File: src/rtl/kdpl_pkg.sv
// kdpl_pkg: shared types, codes and helpers for the kd partition locator.
// No dependencies; imported by every module under rtl/.
package kdpl_pkg;

  localparam int NODES_DEF     = 1024;
  localparam int MAX_DEPTH_DEF = 32;

  localparam int IDX_W    = 10;   // width of node_addr, node_link and partition
  localparam int CFG_W    = 11;
  localparam int IN_TDATA_W  = 184;
  localparam int OUT_TDATA_W = 16;

  localparam logic ACT_WRITE = 1'b0;
  localparam logic ACT_QUERY = 1'b1;

  localparam logic [2:0] AXIS_X = 3'd0;
  localparam logic [2:0] AXIS_Y = 3'd1;
  localparam logic [2:0] AXIS_Z = 3'd2;
  localparam logic [2:0] AXIS_U = 3'd3;
  localparam logic [2:0] AXIS_V = 3'd4;

  typedef struct packed {
    logic              leaf;
    logic [2:0]        axis;
    logic signed [31:0] split;
    logic [IDX_W-1:0]  link;
  } node_t;

  localparam int NODE_W = $bits(node_t);

  typedef struct packed {
    logic [15:0]        dir_v;
    logic [15:0]        dir_u;
    logic signed [31:0] pos_z;
    logic signed [31:0] pos_y;
    logic signed [31:0] pos_x;
  } query_t;

  // tdata layout of an input item, first field in the highest bits
  typedef struct packed {
    query_t             query;
    logic [IDX_W-1:0]   node_link;
    logic signed [31:0] node_split;
    logic [2:0]         node_axis;
    logic               node_is_leaf;
    logic [IDX_W-1:0]   node_addr;
  } in_data_t;

  typedef struct packed {
    logic             valid;
    logic [IDX_W-1:0] partition;
    logic             overrun;
  } walk_res_t;

  typedef struct packed {
    logic busy;
    logic walking;
  } walk_stat_t;

  // v mod m for a 10-bit v, by restoring reduction against shifted copies of m
  function automatic logic [IDX_W-1:0] reduce_mod(input logic [IDX_W-1:0] v,
                                                  input int unsigned m);
    logic [31:0] r;
    logic [31:0] lim;
    r = {{(32-IDX_W){1'b0}}, v};
    for (int k = IDX_W - 1; k >= 0; k--) begin
      lim = m << k;
      if (lim < (32'd1 << IDX_W) && r >= lim) begin
        r = r - lim;
      end
    end
    return r[IDX_W-1:0];
  endfunction

endpackage

File: src/rtl/kdpl_walker.sv
// kdpl_walker: query sequencer, one node read per cycle down the tree.
// Depends on kdpl_pkg; drives the read port of kdpl_node_mem.
module kdpl_walker #(
  parameter int NODES     = kdpl_pkg::NODES_DEF,
  parameter int MAX_DEPTH = kdpl_pkg::MAX_DEPTH_DEF,
  parameter int AW        = $clog2(kdpl_pkg::NODES_DEF)
) (
  input  logic                 clk,
  input  logic                 rst,
  input  logic                 start,
  input  logic                 empty,
  input  kdpl_pkg::query_t     query,
  output logic                 rd_en,
  output logic [AW-1:0]        rd_addr,
  input  kdpl_pkg::node_t      rd_node,
  input  logic [AW-1:0]        rd_child,
  output kdpl_pkg::walk_res_t  res,
  input  logic                 res_ready,
  output kdpl_pkg::walk_stat_t stat
);
  import kdpl_pkg::*;

  localparam int SW = $clog2(MAX_DEPTH + 1);

  localparam logic [1:0] S_IDLE = 2'd0;
  localparam logic [1:0] S_WALK = 2'd1;
  localparam logic [1:0] S_FIN  = 2'd2;

  logic [1:0]       state, state_next;
  logic [AW-1:0]    idx;
  logic [AW-1:0]    idx_inc;
  logic [AW-1:0]    idx_step;
  logic [SW-1:0]    steps;
  query_t           q;
  logic [IDX_W-1:0] res_part;
  logic             res_ovr;
  logic signed [32:0] test_val;
  logic signed [32:0] split_val;
  logic             at_limit;

  always_comb begin
    case (rd_node.axis)
      AXIS_X:  test_val = {q.pos_x[31], q.pos_x};
      AXIS_Y:  test_val = {q.pos_y[31], q.pos_y};
      AXIS_Z:  test_val = {q.pos_z[31], q.pos_z};
      AXIS_U:  test_val = {1'b0, q.dir_u, 16'h0000};
      AXIS_V:  test_val = {1'b0, q.dir_v, 16'h0000};
      default: test_val = '0;
    endcase
  end

  assign split_val = {rd_node.split[31], rd_node.split};
  assign idx_inc   = (idx == AW'(NODES - 1)) ? '0 : idx + 1'b1;
  assign idx_step  = (test_val > split_val) ? rd_child : idx_inc;
  assign at_limit  = (steps == SW'(MAX_DEPTH));

  always_comb begin
    state_next = state;
    rd_en      = 1'b0;
    rd_addr    = '0;
    unique case (state)
      S_IDLE: begin
        if (start) begin
          rd_en      = !empty;
          state_next = empty ? S_FIN : S_WALK;
        end
      end
      S_WALK: begin
        if (rd_node.leaf || at_limit) begin
          state_next = S_FIN;
        end else begin
          rd_en   = 1'b1;
          rd_addr = idx_step;
        end
      end
      S_FIN: begin
        if (res_ready) begin
          state_next = S_IDLE;
        end
      end
      default: state_next = S_IDLE;
    endcase
  end

  always_ff @(posedge clk) begin
    if (rst) begin
      state <= S_IDLE;
    end else begin
      state <= state_next;
    end
  end

  always_ff @(posedge clk) begin
    unique case (state)
      S_IDLE: begin
        if (start) begin
          q        <= query;
          idx      <= '0;
          steps    <= '0;
          res_part <= '0;
          res_ovr  <= 1'b0;
        end
      end
      S_WALK: begin
        if (rd_node.leaf) begin
          res_part <= rd_node.link;
          res_ovr  <= 1'b0;
        end else if (at_limit) begin
          res_part <= '0;
          res_ovr  <= 1'b1;
        end else begin
          idx   <= idx_step;
          steps <= steps + 1'b1;
        end
      end
      default: ;
    endcase
  end

  assign res.valid     = (state == S_FIN);
  assign res.partition = res_part;
  assign res.overrun   = res_ovr;
  assign stat.busy     = (state != S_IDLE);
  assign stat.walking  = (state == S_WALK);

endmodule
File: config.mk
export PLATFORM = sky130hd
export DESIGN_NAME = kdpl_walker
export DESIGN_NICKNAME = d
export VERILOG_FILES = /design/src/rtl/kdpl_pkg.sv /design/src/rtl/kdpl_walker.sv
export SDC_FILE = /design/constraint.sdc
export NUM_CORES = 1
export LEC_CHECK = 0
export BUFFER_PORTS_ARGS = -buffer_cell sky130_fd_sc_hd__buf_2
export CAP_MARGIN = 0
export CELL_PAD_IN_SITES_DETAIL_PLACEMENT = 0
export CELL_PAD_IN_SITES_GLOBAL_PLACEMENT = 1
export CORE_ASPECT_RATIO = 1.2
export CORE_MARGIN = 5
export CORE_UTILIZATION = 30
export DETAILED_ROUTE_END_ITERATION = 8
export PLACE_DENSITY_LB_ADDON = 0.12
export SYNTH_ARGS = -nofsm -noshare
export SYNTH_HDL_FRONTEND = slang
export SYNTH_SLANG_ARGS = --single-unit
File: constraint.sdc
create_clock -name clk -period 3.4 [get_ports clk]
set_clock_uncertainty 0.2 [all_clocks]
set_input_delay 0.34 -clock clk [delete_from_list [all_inputs] [get_ports clk]]
set_output_delay 0.34 -clock clk [all_outputs]
set_load 0.01 [all_outputs]
# Word-level counts from Yosys, hierarchy flattened
# Cells that the tools add are included.
# Widths: inputs -> output; s select.
word_totals:
  regBits: 157
  in_bits: 189
  output_inout_bits: 25
  wordCells: 65
op_classes:
  n_addsub: 2
  n_lt_le_gt_ge: 1
  n_eq_ne: 14
  mux: 28
  n_reduce_logical: 10
op_table:
  columns: ["op", "count"]
  rows:
  - ["$pmux 33 s5", 1]
  - ["$mux 10", 9]
  - ["$pmux 10 s2", 2]
  - ["$gt 33x32->1", 1]
  - ["$mux 6", 3]
  - ["$pmux 6 s2", 1]
  - ["$add 10x1->10 const B", 1]
  - ["$eq 10x10->1 const B", 1]
  - ["$mux 2", 4]
  - ["$add 6x1->6 const B", 1]
  - ["$eq 3x2->1 const B", 2]
  - ["$eq 6x6->1 const B", 1]
  - ["$ne 2x2->1 const B", 3]
  - ["$pmux 2 s3", 1]
  - ["$reduce_and 3->1", 2]
  - ["$mux 1", 5]
  - ["$ne 2x1->1 const B", 2]
  - ["$pmux 1 s2", 2]
  - ["$reduce_and 4->1", 1]
  - ["$reduce_bool 2->1", 2]
  - ["$eq 3x1->1 const B", 1]
  - ["$eq 3x3->1 const B", 1]
  - ["$logic_not 3->1", 1]
  - ["$ne 3x2->1 const B", 1]
  - ["6 further kinds", 6]

# Longest topological paths before layout
# Gate-level depths: netlist (run 1).
logic_depth:
  depth_word: 7
  depth_mapped: 14
  depth_no_buf: 12

# Least setup slack after synthesis (run 1)
# No wires, ideal clock.
synth_path:
  path_type: "register to register"
  start: "register state[0]"
  end: "register q[0] (netlist name), enable pin"
  setup_time_ns: 0.481
  t_arrival_ns: 3.027
  path_slack_ns: -0.308
  path_stages_with_launch: 4
  path_buffers: 0
  synth_period_minus_slack_ns: 3.708
  cell_sequence: "dfxtp_1 nor2_1 nand2_1 inv_1"
synth_via:
  elab_chain_cells: 2
synth_rtl:
  columns: ["item", "line_no", "source"]
  rows:
  - ["from (decl)", "kdpl_walker.sv:29", "logic [1:0] state, state_next;"]
  - ["from (signal assigned)", "kdpl_walker.sv:89", "state <= state_next;"]
  - ["$logic_not 2->1", "kdpl_walker.sv:94", "unique case (state)"]
  - ["$reduce_and 2->1 (no source line)", null, null]
  - ["to (signal assigned)", "kdpl_walker.sv:97", "q <= query;"]
  - ["to (decl)", "kdpl_walker.sv:34", "query_t q;"]
# Every way passes these cells.
# A chain may end at the register's enable or synchronous reset.

# Worst setup path after layout (run 1)
layout_path:
  start: "register q[95] (netlist name)"
  end: "output rd_addr[3]"
layout_via:
  elab_chain_cells: 5
layout_rtl:
  columns: ["item", "line_no", "source"]
  rows:
  - ["$pmux 33 s5", "kdpl_walker.sv:42", "case (rd_node.axis)"]
  - ["$gt 33x32->1", "kdpl_walker.sv:54", "assign idx_step = (test_val > split_val) ? rd_child : idx_inc;"]
  - ["$mux 10", "kdpl_walker.sv:54", null]
  - ["$mux 10", "kdpl_walker.sv:69", "if (rd_node.leaf || at_limit) begin"]
  - ["$mux 10", "kdpl_walker.sv:61", "unique case (state)"]
  - ["to (decl)", "kdpl_walker.sv:14", "output logic [AW-1:0] rd_addr,"]
# Every way passes these cells.

==> results summary, run 1 <==
Of the total power, combinational logic draws 0.160. The library cells used most frequently in the layout, excluding fill and tap cells, are buf_2 (212), edfxtp_1 (155), dlygate4sd3_1 (129). The floorplan has 63 rows. The maximum ir drop on the vdd rail is 0.000271 V. The detailed router's first-iteration violation count is 242. Port buffering added 213 buffers. TritonCTS built the clock tree.

The clock tree buffer depth came out at 2. The fraction of final layout cells with drive strength greater than 1 came out at 0.316. The data required time of the worst path came out at 2860 ps.

Hold timing on the final database bottoms out at a slack of 37.6 ps. 214 I/O pins were placed. The power per unit of standard cell area came out at 453 nW/µm². In this run the most critical hold path is launched from rd_node[0]. The maximum number of pins on one net before global-route repair is 47.

In this run, CTS created clock tree buffers numbering 17. The static leakage came out at 4.88 nW. Using the TritonRoute via totals, the vias-per-cell ratio works out to 4.42. The maximum achievable frequency is 256 MHz. The non-filler instance count after layout is 1,304.

Synthesis produced a netlist with a net count of 810. The worst setup path is of the reg -> out kind. The final route contains 5,761 vias.

The reg-to-reg critical path startpoint is q[95]. The time the worst path needs with I/O delays and setup is 3910 ps. The first-pass iteration count of the detailed router is 4. The startpoint kind of the worst setup timing path is a flip-flop. Across every metal layer, demand over resource in global routing totals 0.149. The path type of the worst min-delay path is in -> reg. The initial cell density of the core is 0.302. The routed wire length per instance came out at 15.8 µm. Setup repair after global routing could not meet its margin everywhere. In this run the worst setup path begins at q[95]. The power dissipated by switching net loads is 1.27 mW.

The via count of the first global-routing pass came out at 6,330. The number of nets with antenna violations after detailed routing came out at 0. The max-slew violation total from the final report is 0. The worst path arrival time is 3370 ps.

The unique cell type count in the Yosys netlist came out at 42. The switching part of the total came out at 0.249. The post-synthesis sequential area ratio came out at 0.632. The average size of a mapped cell came out at 12.7 µm². The number of antenna violations at the first check in global routing is 0. The post-synthesis async set-or-reset flop share is 0. For this run, the leading register cell type out of synthesis is edfxtp_1. The area enclosed by the die boundary is 28,000 µm². The transition at the pin with the smallest max-transition slack is 710 ps. In the final design database the tool counted 1,191 nets. The synthesized area is 7420 µm². The number of DRC violations after detailed routing is 0. The maximum fanout along the worst path came out at 8. The region available for standard cell placement spans 24,600 µm². The count of state elements after synthesis is 157. The number of H-tree branching levels is 4. The setup TNS came out at -4790 ps. The cell count after placement is 1,140. The register share of total power is 0.460. The slack of the critical path is -513 ps.

The worst setup path is captured at an output port. Leaving out fill and tap cells, the most frequent cell in the layout is buf_2. The count of flip-flops with a built-in enable after synthesis is 155. The global route total overflow is 0. The first-pass GRT wire length is 32.8 mm. The flow ran to the end, but the final reports show violations. The share of power burned in the clock network is 0.381. Yosys printed 0 warnings. The clock transition time at the flip-flop clock pins of the worst setup and hold paths is 70 ps.

The die is 154 µm wide. The clock sink total is 157. 0 antenna diodes ended up in the layout. The internal power of the cells totals 3.84 mW.

From synthesis to final layout, the design area changed by 51.9%. Counting every instance in the synthesized netlist gives 585. The clock latency on the worst-skew pair came out at 420 ps. The tool flagged a number of max-cap violations equal to 0. The clock root buffer is clkbuf_16. The vertical die dimension came out at 182 µm. The cell depth of the worst min-delay path is 2.

After detailed routing, the total wire length is 20.7 mm. The depth of the most critical reg-to-reg path is 15. The final-report hold violation count was 0. Of the available clock period, the critical path in the final layout requires 1.15. The final reports fail on setup timing. The worst slew margin relative to its limit is 0.525. The placer congestion estimate is 0.740. Detailed placement finished with a half-perimeter wire length of 15.0 mm. The number of endpoints failing setup at the final stage came out at 10.
what timing repair did:
action                     4_1_cts  5_1_grt
gates resized for setup          6        6
hold endpoints to repair       130        0
cloned                           1        0
pin swaps                        0        2
buffers inserted                 2        2
setup endpoints to repair       10       20
hold buffers                   129        0
power groups by stage:
stage                     clock, mW  sequential [mW]  combinational (mW)
after floorplan                   0             2.39               0.363
after global placement            0             2.39               0.669
after detailed placement          0             2.39               0.679
after CTS                      2.02             2.35               0.839
after global routing           2.10             2.36               0.905
final                          1.95             2.35               0.816
routing by layer:
metal,up-vias,global-route usage,part of all wire,wire (µm)
met3,10,0.0299,0.045,924
met2,145,0.262,0.51,10500
met5,-,0,0,0
met1,2705,0.188,0.44,9020
met4,0,0.0364,0.0090,186
li1,2901,-,-,-
through the flow:
stage	power, mW	instance area, µm²	worst slack, ps	utilization
floorplan	2.76	7510	8.97	-
global placement	3.06	9310	-325	0.378
detailed placement	3.07	9310	-363	0.378
CTS	5.21	11300	-596	0.458
global route	5.37	11300	-717	0.459
finish	5.11	11300	-513	0.459
final cells by class:
| class | instances | area [µm²] |
|---|---|---|
| clock inverters | 15 | 174 |
| clock buffers | 17 | 425 |
| repair buffers | 389 | 2890 |
| flip-flops and latches | 157 | 4690 |
| multi-input cells | 362 | 2530 |
| well taps | 325 | 407 |
| inverters | 39 | 150 |
| fillers | 2321 | 13300 |
critical path, cell delays in order, from the launching register on:
cell and delay (ps):
edfxtp_1 370, mux2i_1 160, nor2_1 60, a21oi_2 130, nor2_2 50, a311o_1 310
ha_4 290, nand3_2 70, or3_4 350, nand3b_4 160, o21a_1 210, a21oi_4 240
buf_12 190, mux2i_2 210, buf_2 150
worst paths after layout:
check | endpoint | slack, ps
worst max-delay path | rd_addr[3] | -510
worst min-delay path | res_part[0] | 40
worst max register to register | idx[5] | 50
worst min register to register | state[1] | 390
logic make-up (layout without fill, tap and decap cells):
family                   after synthesis  in the layout  share of synthesized area
adder cells (fa/ha/maj)               36             36                     0.0607
XOR/XNOR                              11             11                     0.0130
buffers and inverters                 66            460                     0.0369
AND/OR/NAND/NOR                      164            164                      0.100
AO/OA/AOI/OAI                         83             83                     0.0649
multiplexers                          68             68                     0.0919
flip-flops                           157            157                      0.632
flip-flops by register name, summed over array words and instances, names as in the netlist:
name      flops
steps         6
q           128
res_ovr       1
state         2
idx          10
res_part     10
synth_stat cells (all sizes together), types with 11 or more instances:
master	number	area [µm²]
nor2	64	240
nand3	14	70.1
clkbuf	18	67.6
a21oi	43	219
and3	11	68.8
edfxtp	155	4650
mux2i	67	671
o22ai	16	100
inv	39	146
ha	36	450
nand2	50	188
(Power assumes the default switching activity.)
==> run 2: changes to the inputs <==
--- a/config.mk
+++ b/config.mk
@@ -5,6 +5,7 @@
 export SDC_FILE = /design/constraint.sdc
 export NUM_CORES = 1
 export LEC_CHECK = 0
+export ABC_AREA = 1
 export BUFFER_PORTS_ARGS = -buffer_cell sky130_fd_sc_hd__buf_2
 export CAP_MARGIN = 0
 export CELL_PAD_IN_SITES_DETAIL_PLACEMENT = 0
@@ -13,6 +14,7 @@
 export CORE_MARGIN = 5
 export CORE_UTILIZATION = 30
 export DETAILED_ROUTE_END_ITERATION = 8
+export HOLD_SLACK_MARGIN = 0.06
 export PLACE_DENSITY_LB_ADDON = 0.12
 export SYNTH_ARGS = -nofsm -noshare
 export SYNTH_HDL_FRONTEND = slang
==> run 2 against run 1 <==
The flow still finishes with violations (setup timing). Flip-flop and latch count stayed put. Sequential power hardly changed. Combinational power hardly changed. Maximum frequency is 12% higher. Wire length is 2.3% higher. Critical path depth is 14 higher. Power is 0.67% lower. First-iteration DRC count is 4.1% lower. Clock power is 3% lower. Critical path type is now in -> reg. Largest power group unchanged. Highest routed layer is now met5.
==> results summary, run 2 <==
The run finished, with violations left. The checks that failed: setup timing. The max-slew violation total from the final report was 0 (unchanged). The power per unit of standard cell area was 437 nW/µm² (-3.5%). The cell area after layout is 11,600 µm² (+2.9%). The data required time of the worst path is 3500 ps (+640 ps).

The fraction of final layout cells with drive strength greater than 1 is 0.326 (+0.0107). The register area was 4690 µm² (unchanged). The final-report hold violation count is 0 (unchanged). The placer congestion estimate is 0.761 (+2.9%). The clock transition time at the flip-flop clock pins of the worst setup and hold paths is 80 ps (about the same). The number of port buffers came to 213 (unchanged). The depth of the most critical reg-to-reg path came to 24 (+9).

The number of synthesis warnings came out at 0 (unchanged). The clock sink total was 157 (unchanged). The clock latency on the worst-skew pair came out at 420 ps (about the same). The synthesized area came out at 7340 µm² (-1.1%). The top cell types in the final layout, fill and taps aside, are buf_2 (213), nand2_1 (162), edfxtp_1 (155). The number of antenna repair diodes is 0 (unchanged).

The overall power was 5.08 mW (-0.67%). The total of max-cap violations came out at 0 (unchanged). The area enclosed by the die boundary is 27,700 µm² (-1.0%). The detailed router's first-iteration violation count came to 232 (-4.1%). The number of nets with antenna violations after detailed routing came out at 0 (unchanged). Leaving out fill and tap cells, the most frequent cell in the layout is buf_2.

Yosys instantiated no cell more often than nand2_1. The horizontal die dimension came out at 153 µm (-0.50%). The area of the placeable core is 24,000 µm² (-2.2%). The placement-stage cell area was 9170 µm² (-1.5%). The first-pass iteration count of the detailed router came to 4 (unchanged). The clock tree buffer depth came to 2 (unchanged). The cell depth of the worst min-delay path came to 5 (+3). The layout overhead on the synthesized area is 58.0%.

The number of endpoints failing setup at the final stage is 11 (+1). The total clock buffers created by CTS came out at 17 (unchanged). The worst hold path belongs to the class in -> reg. The largest registers in the layout are q (128), idx (10), res_part (10). The maximum number of pins on one net before global-route repair came out at 86 (+83%). The count of flip-flops with a built-in enable after synthesis is 155 (unchanged). The clock tree from TritonCTS is built.

The transition at the pin with the smallest max-transition slack came to 706 ps (-4.39 ps). The via density per instance came out at 4.23 (-4.3%). The slack of the critical path is -106 ps (+407 ps).

The worst path arrival time is 3610 ps (+240 ps). The commonest cells after synthesis are nand2_1 (172), edfxtp_1 (155), inv_1 (131). The final critical-path share of the clock period is 1.03 (-0.120). The worst hold slack across all endpoints is 105 ps (+67.7 ps).

The net count of the mapped netlist came out at 930 (+15%). The layout net count is 1,352 (+14%). The via count of the routed design is 6,173 (+7.2%). The worst slew margin relative to its limit came to 0.528 (+0.00293). The half-perimeter wire length of the detailed placement result came out at 15.2 mm (+1.3%). The startpoint-to-endpoint class of the critical path is in -> reg. The count of pins on the block boundary is 214 (unchanged). The worst setup path is launched from a primary input. The tree is rooted in a clkbuf_16. The number of DRC violations after detailed routing came out at 0 (unchanged). The unique cell type count in the Yosys netlist came to 30 (-29%).

The maximum fanout along the worst path came out at 8 (unchanged). The first-pass GRT wire length is 33.9 mm (+3.3%). The average size of a mapped cell is 10.4 µm² (-18%).

For this design, the slowest cell found on the critical path is ha_4. The setup slack at placement came out at -372 ps (-9.30 ps). Of all cell types, the one taking the most synthesized area is edfxtp_1. The count of state elements after synthesis came out at 157 (unchanged). The overall global routing resource usage came out at 0.155 (+0.00602). The area taken by multi-input logic gates came out at 2330 µm² (-8.0%).

The cell that appears most often on the critical path is buf_4. The flip-flop count of the largest register after layout is 128 (unchanged). Setup repair after global routing could not meet its margin everywhere.

The via count of the first global-routing pass came out at 6,662 (+5.2%). The maximum achievable frequency came out at 285 MHz (+12%). After synthesis, the cell types taking the most area are edfxtp_1 (63%), nand2_1 (8.8%), inv_1 (6.7%). The number of inserted filler cells in the final layout was 2,279 (-1.8%).

The time the worst path needs with I/O delays and setup is 3510 ps (-407 ps). The static leakage is 5.33 nW (+9.3%). The cell count after synthesis is 705 (+21%). The share of the core filled with cells was 0.483 (+0.0241).

For this run, the leading register cell type out of synthesis is edfxtp_1. The routed wire length per instance is 14.5 µm (-8.6%). Counting flops per register, the top entry is q. The category of the worst setup path capture point is a flip-flop.

The maximum ir drop on the vdd rail came out at 0.000297 V (+9.6%). The number of antenna violations at the first check in global routing came out at 1 (+1). The post-synthesis async set-or-reset flop share came out at 0 (unchanged). The post-synthesis sequential area ratio came out at 0.639 (+0.00679). The initial cell density of the core is 0.305 (+0.00357).

The vertical die dimension came to 181 µm (-0.50%). The overall routed net length came out at 21.1 mm (+2.3%). The global route total overflow is 0 (unchanged). The number of H-tree branching levels came out at 4 (unchanged). The standard-cell row count came out at 62 (-1.6%).

The largest stage delay on the critical path came to 300 ps (-70 ps). The share of Yosys cell area claimed by the top area cell type came out at 0.634 (+0.00673).
==> run 2: per-layer routing <==
metal	GRT usage	share of wire
met4	0.0428	0.016
met3	0.0355	0.041
met2	0.288	0.53
met1	0.178	0.41
met5	0	0.00052
==> run 2: cell families after synthesis <==
family	after synthesis	share of synthesized area
AND/OR/NAND/NOR	311	0.178
XOR/XNOR	5	0.00596
flip-flops	157	0.639
buffers and inverters	150	0.0790
AO/OA/AOI/OAI	46	0.0365
adder cells (fa/ha/maj)	36	0.0613
==> run 2: final cells by class <==
class                      instances  share of cell area
clock buffer                      17              0.0366
clock inverter                    15              0.0143
inverter                         132              0.0430
multi-input combinational        398               0.201
sequential                       157               0.404
tap                              320              0.0345
timing repair buffer             421               0.266
==> run 2: final timing paths <==
| kind | end | startpoint | slack, ps |
|---|---|---|---|
| max | idx[2] | rd_node[44] | -110 |
| min | state[1] | empty | 110 |
| max reg2reg | idx[2] | q[123] | -90 |
| min reg2reg | steps[0] | steps[0] | 390 |
==> run 2: what timing repair did <==
action | in CTS | in global routing
endpoints found under the hold margin | 141 | 0
resized for setup | 37 | 40
pin swaps | 32 | 33
endpoints found under the setup margin | 10 | 13
hold buffers | 142 | 0
setup buffers | 20 | 4
==> run 2: report_power, final <==
group / switching [mW] / internal, mW
combinational: 0.415 / 0.404
clock: 0.899 / 0.991
sequential: 0.0499 / 2.32
==> run 2: critical path, delay by kind of cell <==
kind                     cells  cell delay (ps)
buffers and inverters       13             1620
AND/OR/NAND/NOR             12              840
AO/OA/AOI/OAI                2              500
adder cells (fa/ha/maj)      1              300
==> run 2: metrics by stage <==
stage	cells	TNS, ps
global route	1460	-3750
global placement	1269	-5240
finish	1460	-845
detailed placement	1269	-5180
floorplan	705	0
CTS	1463	-2320
